## config.mk

```make
export PLATFORM = sky130hd
export DESIGN_NAME = signed_int_to_decimal_ascii_unit
export DESIGN_NICKNAME = d
export VERILOG_FILES = /design/src/hw/rtl/itoa_pkg.sv /design/src/hw/rtl/signed_int_to_decimal_ascii_unit.sv
export SDC_FILE = /design/constraint.sdc
export NUM_CORES = 1
export LEC_CHECK = 0
export BUFFER_PORTS_ARGS = -buffer_cell sky130_fd_sc_hd__buf_2
export CAP_MARGIN = 20
export CORE_ASPECT_RATIO = 1.25
export CORE_MARGIN = 2
export CORE_UTILIZATION = 63
export CTS_BUF_LIST = sky130_fd_sc_hd__clkbuf_8
export CTS_CLUSTER_DIAMETER = 200
export DETAILED_ROUTE_END_ITERATION = 16
export PLACE_DENSITY = 0.92
export SKIP_LAST_GASP = 1
export SYNTH_ARGS = -nofsm -noshare
export SYNTH_HDL_FRONTEND = slang
export SYNTH_SLANG_ARGS = --single-unit
```

## constraint.sdc

```tcl
create_clock -name clk -period 5.35 [get_ports clk]
set_clock_uncertainty 0.2 [all_clocks]
set_input_delay 0.2675 -clock clk [delete_from_list [all_inputs] [get_ports clk]]
set_output_delay 0.2675 -clock clk [all_outputs]
set_load 0.005 [all_outputs]
```

## src/hw/rtl/itoa_pkg.sv

```systemverilog
// ============================================================================
// itoa_pkg: constants for the signed integer to decimal text converter
// Character codes, digit width and the default input width that the
// conversion datapath uses.
// ============================================================================
package itoa_pkg;

    // Default width of the signed input value.
    localparam int VALUE_BITS_DEFAULT = 32;

    // Width of one output character and of the padded output data bus.
    localparam int TEXT_W     = 6;
    localparam int OUT_DATA_W = 8;

    // One BCD digit.
    localparam int DIGIT_W = 4;

    // Character codes, already cut to the 6-bit character field.
    localparam logic [TEXT_W-1:0] CHAR_ZERO  = 6'd48;
    localparam logic [TEXT_W-1:0] CHAR_MINUS = 6'd45;

    // Shift-and-add-3 correction: a digit at or above the limit gets the bias.
    localparam logic [DIGIT_W-1:0] DD_LIMIT = 4'd5;
    localparam logic [DIGIT_W-1:0] DD_BIAS  = 4'd3;

endpackage : itoa_pkg

```

## src/hw/rtl/signed_int_to_decimal_ascii_unit.sv

```systemverilog
// ============================================================================
// signed_int_to_decimal_ascii_unit: signed integer to decimal ASCII text
// Converts one two's complement value into its decimal characters, most
// significant first, with a leading minus sign for negative values.
// ============================================================================
//
// Each request on the slave side carries one signed value; the block answers
// with one request per character on the master side, '-' first when the value
// is negative, then the digits without leading zeros (zero gives "0"), with
// tlast on the final character. The magnitude is formed unsigned, so the most
// negative value converts correctly. Conversion runs on one shift-and-add-3
// (double dabble) unit that handles one input bit per cycle, followed by a
// leading-zero skip of one digit per cycle, a step that loads the first
// character, and one character per cycle out while m_tready is high. The block
// takes no new value until the last character of the current one has been
// delivered.
module signed_int_to_decimal_ascii_unit #(
    parameter int VALUE_BITS = itoa_pkg::VALUE_BITS_DEFAULT
) (
    input  logic                                clk,
    input  logic                                rst_n,

    // Input stream. tdata: value [VALUE_BITS-1:0], zero padding above.
    input  logic                                s_tvalid,
    output logic                                s_tready,
    input  logic [((VALUE_BITS+7)/8)*8-1:0]     s_tdata,

    // Output stream. tdata: text_char [5:0], zero padding [7:6].
    output logic                                m_tvalid,
    input  logic                                m_tready,
    output logic [itoa_pkg::OUT_DATA_W-1:0]     m_tdata,
    output logic                                m_tlast
);
    import itoa_pkg::*;

    // Decimal digits of the largest magnitude, 2^(VALUE_BITS-1).
    localparam int DIGITS    = ((VALUE_BITS - 1) * 30103) / 100000 + 1;
    localparam int BCD_W     = DIGITS * DIGIT_W;
    localparam int BIT_CNT_W = $clog2(VALUE_BITS);
    localparam int DIG_CNT_W = $clog2(DIGITS + 1);

    typedef enum logic [1:0] {
        ST_IDLE,
        ST_CONVERT,
        ST_SKIP,
        ST_EMIT
    } state_t;

    state_t                 state_reg,   state_next;
    logic [VALUE_BITS-1:0]  mag_reg,     mag_next;
    logic                   neg_reg,     neg_next;
    logic [BCD_W-1:0]       bcd_reg,     bcd_next;
    logic [BIT_CNT_W-1:0]   bit_cnt_reg, bit_cnt_next;
    logic [DIG_CNT_W-1:0]   dig_reg,     dig_next;
    logic                   out_valid_reg, out_valid_next;
    logic [TEXT_W-1:0]      out_char_reg,  out_char_next;
    logic                   out_last_reg,  out_last_next;

    logic [VALUE_BITS-1:0]  raw;
    logic [BCD_W-1:0]       bcd_adj;
    logic [DIGIT_W-1:0]     top_digit;
    logic                   in_fire;
    logic                   out_fire;

    // Handshakes.
    assign s_tready = (state_reg == ST_IDLE);
    assign in_fire  = s_tvalid && s_tready;
    assign out_fire = out_valid_reg && m_tready;

    assign raw       = s_tdata[VALUE_BITS-1:0];
    assign top_digit = bcd_reg[BCD_W-1 -: DIGIT_W];

    // Add-3 correction on every BCD digit ahead of the shift.
    always_comb
    begin
        for (int i = 0; i < DIGITS; i++)
        begin
            if (bcd_reg[i*DIGIT_W +: DIGIT_W] >= DD_LIMIT)
            begin
                bcd_adj[i*DIGIT_W +: DIGIT_W] = bcd_reg[i*DIGIT_W +: DIGIT_W] + DD_BIAS;
            end
            else
            begin
                bcd_adj[i*DIGIT_W +: DIGIT_W] = bcd_reg[i*DIGIT_W +: DIGIT_W];
            end
        end
    end

    // Sequencer: convert, drop leading zeros, then send the characters.
    always_comb
    begin
        state_next     = state_reg;
        mag_next       = mag_reg;
        neg_next       = neg_reg;
        bcd_next       = bcd_reg;
        bit_cnt_next   = bit_cnt_reg;
        dig_next       = dig_reg;
        out_valid_next = out_valid_reg;
        out_char_next  = out_char_reg;
        out_last_next  = out_last_reg;

        unique case (state_reg)
            ST_IDLE:
            begin
                if (in_fire)
                begin
                    neg_next     = raw[VALUE_BITS-1];
                    mag_next     = raw[VALUE_BITS-1] ? (~raw + 1'b1) : raw;
                    bcd_next     = '0;
                    bit_cnt_next = BIT_CNT_W'(VALUE_BITS - 1);
                    state_next   = ST_CONVERT;
                end
            end

            ST_CONVERT:
            begin
                // One magnitude bit enters the BCD register per cycle.
                bcd_next     = {bcd_adj[BCD_W-2:0], mag_reg[VALUE_BITS-1]};
                mag_next     = {mag_reg[VALUE_BITS-2:0], 1'b0};
                bit_cnt_next = bit_cnt_reg - 1'b1;
                if (bit_cnt_reg == '0)
                begin
                    dig_next   = DIG_CNT_W'(DIGITS);
                    state_next = ST_SKIP;
                end
            end

            ST_SKIP:
            begin
                // Drop one leading zero digit per cycle, but keep the last one.
                if (top_digit == '0 && dig_reg != DIG_CNT_W'(1))
                begin
                    bcd_next = {bcd_reg[BCD_W-DIGIT_W-1:0], {DIGIT_W{1'b0}}};
                    dig_next = dig_reg - 1'b1;
                end
                else
                begin
                    out_valid_next = 1'b1;
                    state_next     = ST_EMIT;
                    if (neg_reg)
                    begin
                        out_char_next = CHAR_MINUS;
                        out_last_next = 1'b0;
                    end
                    else
                    begin
                        out_char_next = CHAR_ZERO + TEXT_W'(top_digit);
                        out_last_next = (dig_reg == DIG_CNT_W'(1));
                        bcd_next      = {bcd_reg[BCD_W-DIGIT_W-1:0], {DIGIT_W{1'b0}}};
                        dig_next      = dig_reg - 1'b1;
                    end
                end
            end

            ST_EMIT:
            begin
                // Load the next digit once the current character is taken.
                if (out_fire)
                begin
                    if (out_last_reg)
                    begin
                        out_valid_next = 1'b0;
                        state_next     = ST_IDLE;
                    end
                    else
                    begin
                        out_char_next = CHAR_ZERO + TEXT_W'(top_digit);
                        out_last_next = (dig_reg == DIG_CNT_W'(1));
                        bcd_next      = {bcd_reg[BCD_W-DIGIT_W-1:0], {DIGIT_W{1'b0}}};
                        dig_next      = dig_reg - 1'b1;
                    end
                end
            end

            default:
            begin
                state_next = ST_IDLE;
            end
        endcase
    end

    // State and registered outputs.
    always_ff @(posedge clk or negedge rst_n)
    begin
        if (!rst_n)
        begin
            state_reg     <= ST_IDLE;
            out_valid_reg <= 1'b0;
            out_char_reg  <= '0;
            out_last_reg  <= 1'b0;
            bit_cnt_reg   <= '0;
            dig_reg       <= '0;
        end
        else
        begin
            state_reg     <= state_next;
            out_valid_reg <= out_valid_next;
            out_char_reg  <= out_char_next;
            out_last_reg  <= out_last_next;
            bit_cnt_reg   <= bit_cnt_next;
            dig_reg       <= dig_next;
        end
    end

    // Datapath registers.
    always_ff @(posedge clk)
    begin
        mag_reg      <= mag_next;
        neg_reg      <= neg_next;
        bcd_reg      <= bcd_next;
    end

    assign m_tvalid = out_valid_reg;
    assign m_tdata  = {{(OUT_DATA_W - TEXT_W){1'b0}}, out_char_reg};
    assign m_tlast  = out_last_reg;

endmodule : signed_int_to_decimal_ascii_unit
```

## Yosys cells after proc, flatten, opt, wreduce, memory -nomap -nowiden

Index checks and enable logic that the tools add are counted.

- ROM bits: 0
- Memories: 0
- Register bits after elaboration: 92
- RAM bits: 0
- Latch bits: 0

- Divide/modulo/power cells: 0
- Eq/ne operators: 12
- Multiply operators: 0
- Add/sub/neg operators: 14
- Bitwise operators: 1
- Shift operators: 0
- $lt $le $gt $ge: 10
- Reductions and logical operators: 17
- Multiplexer cells: 47

Operators by type and width:

| operator | number |
|---|---|
| 2-to-1 mux 40 bit | 5 |
| one-hot mux 40 bit (4 select lines) | 1 |
| 2-to-1 mux 32 bit | 2 |
| one-hot mux 32 bit (2 select lines) | 1 |
| 2-to-1 mux 4 bit | 14 |
| greater-or-equal comparator 4 x 3 -> 1 bit (second input constant) | 10 |
| adder 4 x 2 -> 4 bit (second input constant) | 9 |
| adder 32 x 1 -> 32 bit (second input constant) | 1 |
| NOT 32 bit | 1 |
| 2-to-1 mux 6 bit | 4 |
| one-hot mux 4 bit (3 select lines) | 1 |
| one-hot mux 6 bit (2 select lines) | 1 |
| AND reduction 4 bit | 3 |
| 2-to-1 mux 2 bit | 5 |
| != test 2 bit (second input constant) | 5 |
| one-hot mux 5 bit (2 select lines) | 1 |
| AND reduction 5 bit | 2 |
| one-hot mux 2 bit (4 select lines) | 1 |
| 2-to-1 mux 1 bit | 7 |
| adder 5 x 5 -> 6 bit (first input constant) | 1 |
| logical NOT 5 bit | 1 |
| 2-to-1 mux 5 bit | 1 |
| subtractor 5 x 1 -> 5 bit (second input constant) | 1 |
| == test 2 bit (second input constant) | 2 |
| 16 further kinds | 21 |

## Longest topological paths before layout

Gate-level depths: netlist (run 1).

- Word-level depth: 5
- Depth in mapped cells: 8
- Depth with buffers taken out: 6

## Worst setup path before layout (run 1)

OpenSTA, ideal clock, no wires.

- Path type: register -> register
- Start point: register state_reg[0]
- End point: register bcd_reg[0] (enable)
- Stages on the path, launching flop included: 7
- Path buffers: 1
- Clock period less this slack: 4.480 ns
- Library setup time: 0.487 ns
- Arrival time: 3.792 ns
- Required time: 4.663 ns
- Setup slack: 0.870 ns
- Cells stage by stage: dfrtp_1 > inv_1 > ha_1 > clkbuf_1 > inv_1 > nor2_1 > nor3_1

- Cells in the longest elaborated chain, start to end: 4
- Elaborated cells between the ends (all ways): 9
- Those cells by class: eq/ne: 6; reduce/logical: 3

RTL lines:

| what | RTL line | text |
|---|---|---|
| start, declared | signed_int_to_decimal_ascii_unit.sv:49 | `state_t state_reg, state_next;` |
| start signal, assigned | signed_int_to_decimal_ascii_unit.sv:196 | `state_reg <= state_next;` |
| logical NOT 2 bit * | signed_int_to_decimal_ascii_unit.sv:66 | `assign s_tready = (state_reg == ST_IDLE);` |
| named net s_tready | signed_int_to_decimal_ascii_unit.sv:25 | `output logic s_tready,` |
| logical AND 1 bit | signed_int_to_decimal_ascii_unit.sv:67 | `assign in_fire = s_tvalid && s_tready;` |
| != test 2 x 1 -> 1 bit (no source line) * | - |  |
| AND reduction 4 bit (no source line) * | - |  |
| end signal, assigned | signed_int_to_decimal_ascii_unit.sv:210 | `bcd_reg <= bcd_next;` |
| end, declared | signed_int_to_decimal_ascii_unit.sv:52 | `logic [BCD_W-1:0] bcd_reg, bcd_next;` |

The timed path passes the listed nets; every way through them passes the cells marked *.
A chain may end at the register's enable or synchronous reset.

## Worst setup path after layout (run 1)

- Start point: register state_reg[1]
- End point: register bcd_reg[20] (data pin)

- Cells in the longest elaborated chain, start to end: 2
- Elaborated cells between the ends (all ways): 5
- Those cells by class: eq/ne: 3; mux: 1; reduce/logical: 1

RTL lines:

| what | RTL line | text |
|---|---|---|
| == test 2 bit, or another cell as far along | signed_int_to_decimal_ascii_unit.sv:102 | `unique case (state_reg)` |
| one-hot mux 40 bit (4 select lines) * | signed_int_to_decimal_ascii_unit.sv:102 |  |
| named net bcd_next[20] | signed_int_to_decimal_ascii_unit.sv:52 |  |

Marked as above.

==> impl_metrics.json, run 1 <==
{
  "cp.arrival_ns": 2.98,
  "viasPerCell": 6.33,
  "routed_wl_um": 12900,
  "ys_ff_latch": 92,
  "post_cts_buffers": 0,
  "hpwlAfterDp_um": 8910,
  "fmax_mhz": 333,
  "antenna_found_initial": 0,
  "peakVddDrop_v": 0.000408,
  "grt_max_degree": 97,
  "fp.dieH_um": 113,
  "overflow": 0,
  "regToRegSetupSlack_ns": 2.34,
  "ctsHoldBuffers": 1,
  "status": "finished clean",
  "yosysSeqAreaShare_pct": 44.2,
  "clock-sinks": 92,
  "grt_pass1_vias": 4894,
  "io-pin-count": 47,
  "firstDrtPassIters": 4,
  "final.setup.worst_slack_ns": 2.34,
  "netlist_area_sq_um": 6040,
  "end_kind": "flop",
  "reg2regPathDepth": 5,
  "clkTransAtPathRegs_ns": 0.09,
  "synth_top_cell_area_share_pct": 36.3,
  "ant_nets": 0,
  "path_depth": 5,
  "leakagePower_nw": 2.50,
  "r2r-start": "state_reg[1]",
  "finalSetupViolations": 0,
  "ys_async_sr_fraction_pct": 20.7,
  "multi_input_area_sq_um": 3090,
  "chipWidth_um": 91.6,
  "post-route-drc-count": 0,
  "rows": 39,
  "placed_cell_area_sq_um": 6340,
  "power_mw": 3.78,
  "layout-drive-gt1-share_pct": 13.5,
  "root_buffer": "clkbuf_8",
  "clk_path_buf_depth": 2,
  "place.gp.congestion": 0.857,
  "synth_edf_count": 73,
  "grt_pass1_wl_um": 22600,
  "hold_path.class": "input pin to flop",
  "cp.required_ns": 5.32,
  "drtIter0Drc": 357,
  "synth_cells": 632,
  "final_area_sq_um": 6570,
  "synthFlopType": "edfxtp_1",
  "cpPeakStageDelay_ns": 0.77,
  "cts_made_buffers": 9,
  "place_ws_ns": 2.38,
  "hp-start": "m_tready",
  "area_delta_synth_final_pct": 8.81,
  "critPathLaunchType": "flop",
  "start_util_pct": 65.5,
  "coreArea_sq_um": 9220,
  "maxSlewHeadroom_pct": 37.9,
  "num-fill-cells": 628,
  "avgSynthCellArea_sq_um": 9.55,
  "wire_per_inst_um": 16.3,
  "seqCellArea_sq_um": 2670,
  "crit_buf_inv": 2,
  "slowest_stage": "nand2_1",
  "fin_crit_sh_pct": 56.2,
  "rsz0062_at_grt": "no",
  "critPathMaxFanout": 96,
  "yosysWarnings": 0,
  "num_antenna_cells": 0,
  "yosys-top-cells-area": "edfxtp_1, dfrtp_1, ha_1",
  "maxCapViolations": 0,
  "crit_family": "simple AND/OR/NAND/NOR gates",
  "path_class": "flop to flop",
  "finalSetupTns_ns": 0,
  "whs_endpoint": "m_tvalid",
  "htreeDepth": 3,
  "yosysTopAreaCell": "edfxtp_1",
  "worstMarginPinSlew_ns": 0.929,
  "whs_path_depth": 4,
  "final_nets": 727,
  "worstPathCellList": "inv_1 > ha_2 > buf_4 > nand2_1 > o32ai_1",
  "ys_types": 52,
  "hold_viol": 0,
  "track_usage_pct": 26.5,
  "r2r_end": "bcd_reg[20]",
  "whs_ns": 0.0380,
  "fin_crit_ns": 3.01,
  "die_area_sq_um": 10400,
  "powerDensity_nw_per_um2": 576,
  "largest_reg_flops": 40,
  "vias": 4997,
  "drv_slew": 0,
  "portBuffers": 44,
  "clkLatencyLatePin_ns": 0.36,
  "cts_tree": "built",
  "cts_resized": 0
}
==> metal layers <==
layer / vias up / wire length [um] / GRT usage [%]
met4: 0 / 272 / 10.8
met3: 27 / 715 / 4.62
li1: 2388 / - / -
met5: - / 0 / 0
met1: 2376 / 5230 / 33.2
met2: 206 / 6660 / 45.4
==> cell usage in the layout (no fill, tap or decap), types with 13 or more instances in the layout <==
cell type,netlist,layout
dfrtp_1,19,19
nand2_1,59,59
xor2_1,13,13
xnor2_1,14,14
nand3_1,23,23
a21oi_1,39,39
or4_1,22,22
buf_2,0,44
nor3b_1,16,16
nor2_1,36,35
nand2b_1,21,21
edfxtp_1,73,73
ha_1,29,28
o21ai_0,56,56
inv_1,40,42
==> worst register-to-register path, stage by stage, from the launching register on <==
cell,delay [ns]
dfrtp_1,0.42
inv_1,0.10
ha_2,0.18
buf_4,0.63
nand2_1,0.78
o32ai_1,0.50
==> cell families (layout without fill, tap and decap cells) <==
family	Yosys count	count (layout)	synth area share (%)
AND/OR/NAND/NOR	228	228	20.3
AO/OA/AOI/OAI	160	160	16.6
flip-flops	92	92	44.2
buffers and inverters	72	106	4.85
adder cells (fa/ha/maj)	29	29	6.01
XOR/XNOR	27	27	3.92
multiplexers	23	23	4.06
other	1	2	0.0621
==> per-stage QoR <==
step                      cells  util (%)
after detailed placement    773      68.7
after floorplan             633         -
after global placement      772      68.4
after global routing        790      71.2
final                       790      71.2
after CTS                   790      71.2
==> cells in the mapped netlist, types with 3 or more instances <==
master	n
o21ai_0	56
a22o_1	6
nor2_1	36
nor3b_1	16
mux2_2	12
or2_2	4
edfxtp_1	73
nor3_1	13
nand2b_1	21
a211oi_1	4
a22oi_1	4
a2bb2oi_1	5
a21oi_1	39
nor2b_1	5
o21a_1	3
dfrtp_1	19
nand3_1	23
or3_1	5
ha_1	29
nand2_1	59
nand4_1	3
and2_1	3
o31ai_1	7
nor4_1	6
clkbuf_1	27
inv_1	40
o211ai_1	9
or4_1	22
xnor2_1	14
o311ai_0	6
xor2_1	13
o41ai_1	9
mux2i_1	11
a31oi_1	3
or3b_2	5
==> final cells by class <==
class,count,area share [%]
Multi-Input combinational cell,469,47.0
Tap cell,123,2.34
Clock inverter,6,1.24
Sequential cell,92,40.6
Clock buffer,10,2.10
Timing Repair Buffer,50,4.38
Inverter,40,2.29
==> worst max path at each step <==
stage / startpoint / to / slack (ns)
floorplan: state_reg[0] / bcd_reg[0] / 0.87
global placement: state_reg[1] / bcd_reg[20] / 2.50
detailed placement: state_reg[1] / bcd_reg[24] / 2.38
CTS: state_reg[1] / bcd_reg[24] / 2.34
global route: state_reg[1] / bcd_reg[20] / 2.02
finish: state_reg[1] / bcd_reg[20] / 2.34
==> report_power, final <==
part	internal (mW)	total (mW)	switching, mW	leakage (nW)
Clock	0.273	0.521	0.248	0.119
Combinational	0.703	1.75	1.05	1.43
Sequential	1.27	1.51	0.240	0.953
Total	2.25	3.78	1.54	2.50
No activity file was read; power rests on OpenSTA's default activity.
==> inputs of run 2 (changes only) <==
CORE_UTILIZATION = 57   (was 63)
PLACE_DENSITY = 0.88   (was 0.92)
clock period = 2.7 ns   (was 5.35 ns; I/O delays follow)
==> impl_metrics.json, run 2 (synthesis gave the netlist of run 1 again) <==
{
  "io-pin-count": 47,
  "chipWidth_um": 96.1,
  "fmax_mhz": 379,
  "r2r-start": "bit_cnt_reg[0]",
  "rsz0062_at_grt": "no",
  "critPathLaunchType": "input pin",
  "pwr-share-comb_pct": 46.9,
  "power_mw": 7.57,
  "cp.required_ns": 2.74,
  "wire_per_inst_um": 16.4,
  "cts_tree": "built",
  "maxCapViolations": 0,
  "ant_nets": 0,
  "track_usage_pct": 24.6,
  "hp-start": "s_tdata[9]",
  "grt_pass1_vias": 5009,
  "routed_wl_um": 13400,
  "swShare_pct": 40.3,
  "viasPerCell": 6.21,
  "clkTransAtPathRegs_ns": 0.09,
  "place.gp.congestion": 0.921,
  "hold_viol": 0,
  "rows": 42,
  "end_kind": "flop",
  "clock-sinks": 92,
  "post-route-drc-count": 0,
  "peakVddDrop_v": 0.000626,
  "layout-drive-gt1-share_pct": 14.8,
  "post_cts_buffers": 0,
  "vias": 5088,
  "hpwlAfterDp_um": 9120,
  "grt_pass1_wl_um": 22500,
  "switching_power_mw": 3.05,
  "overflow": 0,
  "grt_max_degree": 96,
  "final_nets": 747,
  "area_delta_synth_final_pct": 12.5,
  "htreeDepth": 3,
  "clk_path_buf_depth": 2,
  "num_antenna_cells": 0,
  "cp.arrival_ns": 2.68,
  "fin_cells": 819,
  "antenna_found_initial": 0,
  "dp.cells": 790,
  "worstMarginPinSlew_ns": 0.542,
  "cts_made_buffers": 9,
  "coreArea_sq_um": 10500,
  "powerDensity_nw_per_um2": 1110,
  "portBuffers": 44,
  "largest_reg_flops": 40,
  "start_util_pct": 57.7,
  "die_area_sq_um": 11400,
  "leakagePower_nw": 2.60,
  "critPathMaxFanout": 6,
  "finalSetupTns_ns": 0,
  "drv_slew": 0,
  "fin_crit_ns": 2.64,
  "hold_path.class": "input pin to flop",
  "layout.cells.most_common": "edfxtp_1",
  "finalSetupViolations": 0,
  "firstDrtPassIters": 5,
  "maxSlewHeadroom_pct": 63.8,
  "clkLatencyLatePin_ns": 0.37,
  "drtIter0Drc": 436,
  "num-fill-cells": 789,
  "path_class": "input pin to flop",
  "clkPwrFrac_pct": 13.6,
  "intPower_mw": 4.52,
  "fin_crit_sh_pct": 97.8,
  "utilization_pct": 65.0,
  "crit_start": "s_tdata[0]",
  "fp.dieH_um": 119,
  "status": "finished clean",
  "layout_common_cells": "edfxtp_1, nand2_1, o21ai_0",
  "p_seq_share_pct": 39.4,
  "root_buffer": "clkbuf_8"
}
[run 2: path summary, 6_finish.rpt]
kind,end,slack (ns),cells after the start
worst min register to register,out_char_reg[5],0.29,1
worst max-delay path,mag_reg[30],0.06,9
worst min-delay path,mag_reg[9],0.02,3
worst max register to register,dig_reg[1],0.15,6
max in group asynchronous,bit_cnt_reg[3],1.97,2
min in group asynchronous,bit_cnt_reg[1],0.03,2
[run 2: power groups by stage]
| stage | clock network (mW) | registers (mW) | logic (mW) |
|---|---|---|---|
| floorplan | 0 | 2.87 | 2.64 |
| global placement | 0 | 2.96 | 3.29 |
| detailed placement | 0 | 3.00 | 3.50 |
| CTS | 1.05 | 2.98 | 3.55 |
| global route | 1.11 | 3.07 | 4.00 |
| finish | 1.03 | 2.98 | 3.55 |
[run 2: final cells by class]
type	count	area (sq um)	share of cell area [%]
Clock inverter	6	80.1	1.18
Multi-Input combinational cell	469	3120	45.9
Sequential cell	92	2670	39.3
Clock buffer	10	138	2.03
Inverter	40	150	2.21
Tap cell	132	165	2.43
Timing Repair Buffer	70	473	6.96
[run 2: repair_timing]
item,in CTS,in global routing
endpoints found under the hold margin,33,0
setup endpoints to repair,0,7
resized for setup,0,9
hold buffers,13,0
[run 2: metrics by stage]
stage                     area, sq um  hold WS [ns]  setup slack, ns
final                            6790        0.0231           0.0597
after global routing             6790        0.0135          0.00463
after CTS                        6770      0.000512          0.00983
after detailed placement         6420        -0.102            0.130
after global placement           6420        -0.109            0.159
after floorplan                  6050        -0.361           0.0206
[run 2: layer usage]
layer / vias up / GRT usage, % / routed length [um]
li1: 2438 / - / -
met1: 2409 / 30.0 / 5490
met2: 205 / 41.4 / 6800
met3: 36 / 4.30 / 776
met4: 0 / 11.5 / 359
met5: - / 0 / 0
[run 2: critical path, cell delays in order]
cell,delay [ns]
dlygate4sd3_1,0.54
buf_2,0.16
inv_2,0.08
ha_4,0.14
or3b_2,0.46
buf_4,0.18
or4_4,0.42
or4_1,0.48
nand3_1,0.09
==> inputs of run 3 (changes only) <==
CORE_UTILIZATION = 55   (was 57)
CTS_BUF_LIST = sky130_fd_sc_hd__clkbuf_4 sky130_fd_sc_hd__clkbuf_8 sky130_fd_sc_hd__clkbuf_16   (was sky130_fd_sc_hd__clkbuf_8)
PLACE_DENSITY = 0.86   (was 0.88)
==> impl_metrics.json, run 3 (synthesis gave the netlist of run 1 again) <==
{
  "rows": 42,
  "wire_per_inst_um": 16.2,
  "hpwlAfterDp_um": 9150,
  "routed_wl_um": 13100,
  "place_ws_ns": 0.144,
  "leakagePower_nw": 2.57,
  "hold_path.class": "input pin to flop",
  "maxCapViolations": 0,
  "utilization_pct": 63.3,
  "largest_reg_flops": 40,
  "clk_path_buf_depth": 2,
  "num_antenna_cells": 0,
  "overflow": 0,
  "root_buffer": "clkbuf_16",
  "slowest_stage": "or4_1",
  "powerDensity_nw_per_um2": 1150,
  "viasPerCell": 6.16,
  "crit_buf_inv": 1,
  "antenna_found_initial": 0,
  "firstDrtPassIters": 5,
  "grt_max_degree": 88,
  "final.setup.worst_slack_ns": 0.138,
  "start_util_pct": 56.6,
  "drv_slew": 0,
  "end_kind": "flop",
  "grt_pass1_vias": 4841,
  "crit_family": "simple AND/OR/NAND/NOR gates",
  "coreArea_sq_um": 10700,
  "fmax_mhz": 390,
  "finalSetupTns_ns": 0,
  "final_nets": 737,
  "dp.cells": 789,
  "cp.required_ns": 2.73,
  "seqCellArea_sq_um": 2670,
  "cp.arrival_ns": 2.59,
  "cts_resized": 0,
  "multi_input_area_sq_um": 3100,
  "portBuffers": 44,
  "clkTransAtPathRegs_ns": 0.07,
  "hold_viol": 0,
  "post-route-drc-count": 0,
  "track_usage_pct": 22.8,
  "cts_made_buffers": 9,
  "critPathMaxFanout": 5,
  "cpPeakStageDelay_ns": 0.51,
  "fp.dieH_um": 121,
  "worstMarginPinSlew_ns": 0.537,
  "layout.cells.most_common": "edfxtp_1",
  "path_class": "flop to flop",
  "die_area_sq_um": 11800,
  "chipWidth_um": 97.7,
  "finalSetupViolations": 0,
  "htreeDepth": 3,
  "fin_cells": 809,
  "layout_common_cells": "edfxtp_1, nand2_1, o21ai_0",
  "rsz0062_at_grt": "no",
  "power_mw": 7.78,
  "worstPathCellList": "inv_1 > ha_1 > or3b_2 > o21a_1 > or4_1 > mux2_2",
  "cts_tree": "built",
  "ant_nets": 0,
  "status": "finished clean",
  "layout-drive-gt1-share_pct": 14.6,
  "area_delta_synth_final_pct": 11.9,
  "fin_crit_sh_pct": 94.9,
  "critPathLaunchType": "flop",
  "clkLatencyLatePin_ns": 0.34,
  "vias": 4987,
  "regToRegSetupSlack_ns": 0.14,
  "clock-sinks": 92,
  "maxSlewHeadroom_pct": 63.9,
  "grt_pass1_wl_um": 22000,
  "drtIter0Drc": 234,
  "num-fill-cells": 825,
  "io-pin-count": 47,
  "place.gp.congestion": 0.916,
  "peakVddDrop_v": 0.000621,
  "fin_crit_ns": 2.56
}
[run 3: cell types whose count changed in the layout (fill, tap and decap cells not counted), moves of 2 or more]
cell	change
clkinvlp_4	+3
o311ai_1	-3
or4_4	-3
clkbuf_8	-10
o311ai_0	+3
dlygate4sd3_1	-9
clkbuf_16	+9
or4_1	+3
inv_1	-2
[run 3: final cells by class]
type | instances | share of cell area [%]
well taps | 132 | 2.44
multi-input cells | 469 | 45.8
clock buffers | 9 | 3.33
inverters | 40 | 2.22
clock inverters | 7 | 1.11
flip-flops and latches | 92 | 39.5
repair buffers | 60 | 5.56
[run 3: metrics by stage]
step / cell area [sq um] / hold WS [ns]
6_report: 6760 / 0.0134
2_1_floorplan: 6050 / -0.361
3_3_place_gp: 6410 / -0.104
5_1_grt: 6760 / 0.0316
4_1_cts: 6760 / 0.00553
3_5_place_dp: 6410 / -0.0920
[run 3: power breakdown]
part / total (mW) / internal, mW / leakage, nW / switching, mW
sequential: 2.99 / 2.52 / 0.953 / 0.469
combinational: 3.52 / 1.43 / 1.48 / 2.09
clock: 1.27 / 0.720 / 0.138 / 0.549
[run 3: worst paths after layout]
path / from / to / depth (start not counted)
max: bit_cnt_reg[0] / dig_reg[0] / 6
min: s_tdata[22] / mag_reg[23] / 3
max reg2reg: bit_cnt_reg[0] / dig_reg[0] / 6
min reg2reg: out_char_reg[5] / out_char_reg[5] / 1
max in group asynchronous: rst_n / out_char_reg[1] / 2
min in group asynchronous: rst_n / bit_cnt_reg[3] / 2
[run 3: timing repair]
item | in CTS | in global routing
hold buffers | 4 | 0
endpoints found under the setup margin | 0 | 0
hold endpoints to repair | 22 | 0
setup buffers | 0 | 0
[run 3: worst reg2reg max path: stages (launching register included)]
cell	delay, ns
dfrtp_1	0.40
inv_1	0.11
ha_1	0.21
or3b_2	0.47
o21a_1	0.24
or4_1	0.51
mux2_2	0.31
[run 3: metal layers]
metal | GRT usage [%] | vias up | part of all wire (%)
met3 | 3.74 | 31 | 4.9
li1 | - | 2417 | -
met4 | 10.9 | 0 | 3.0
met2 | 40.5 | 177 | 51
met5 | 0 | - | 0
met1 | 26.8 | 2362 | 41
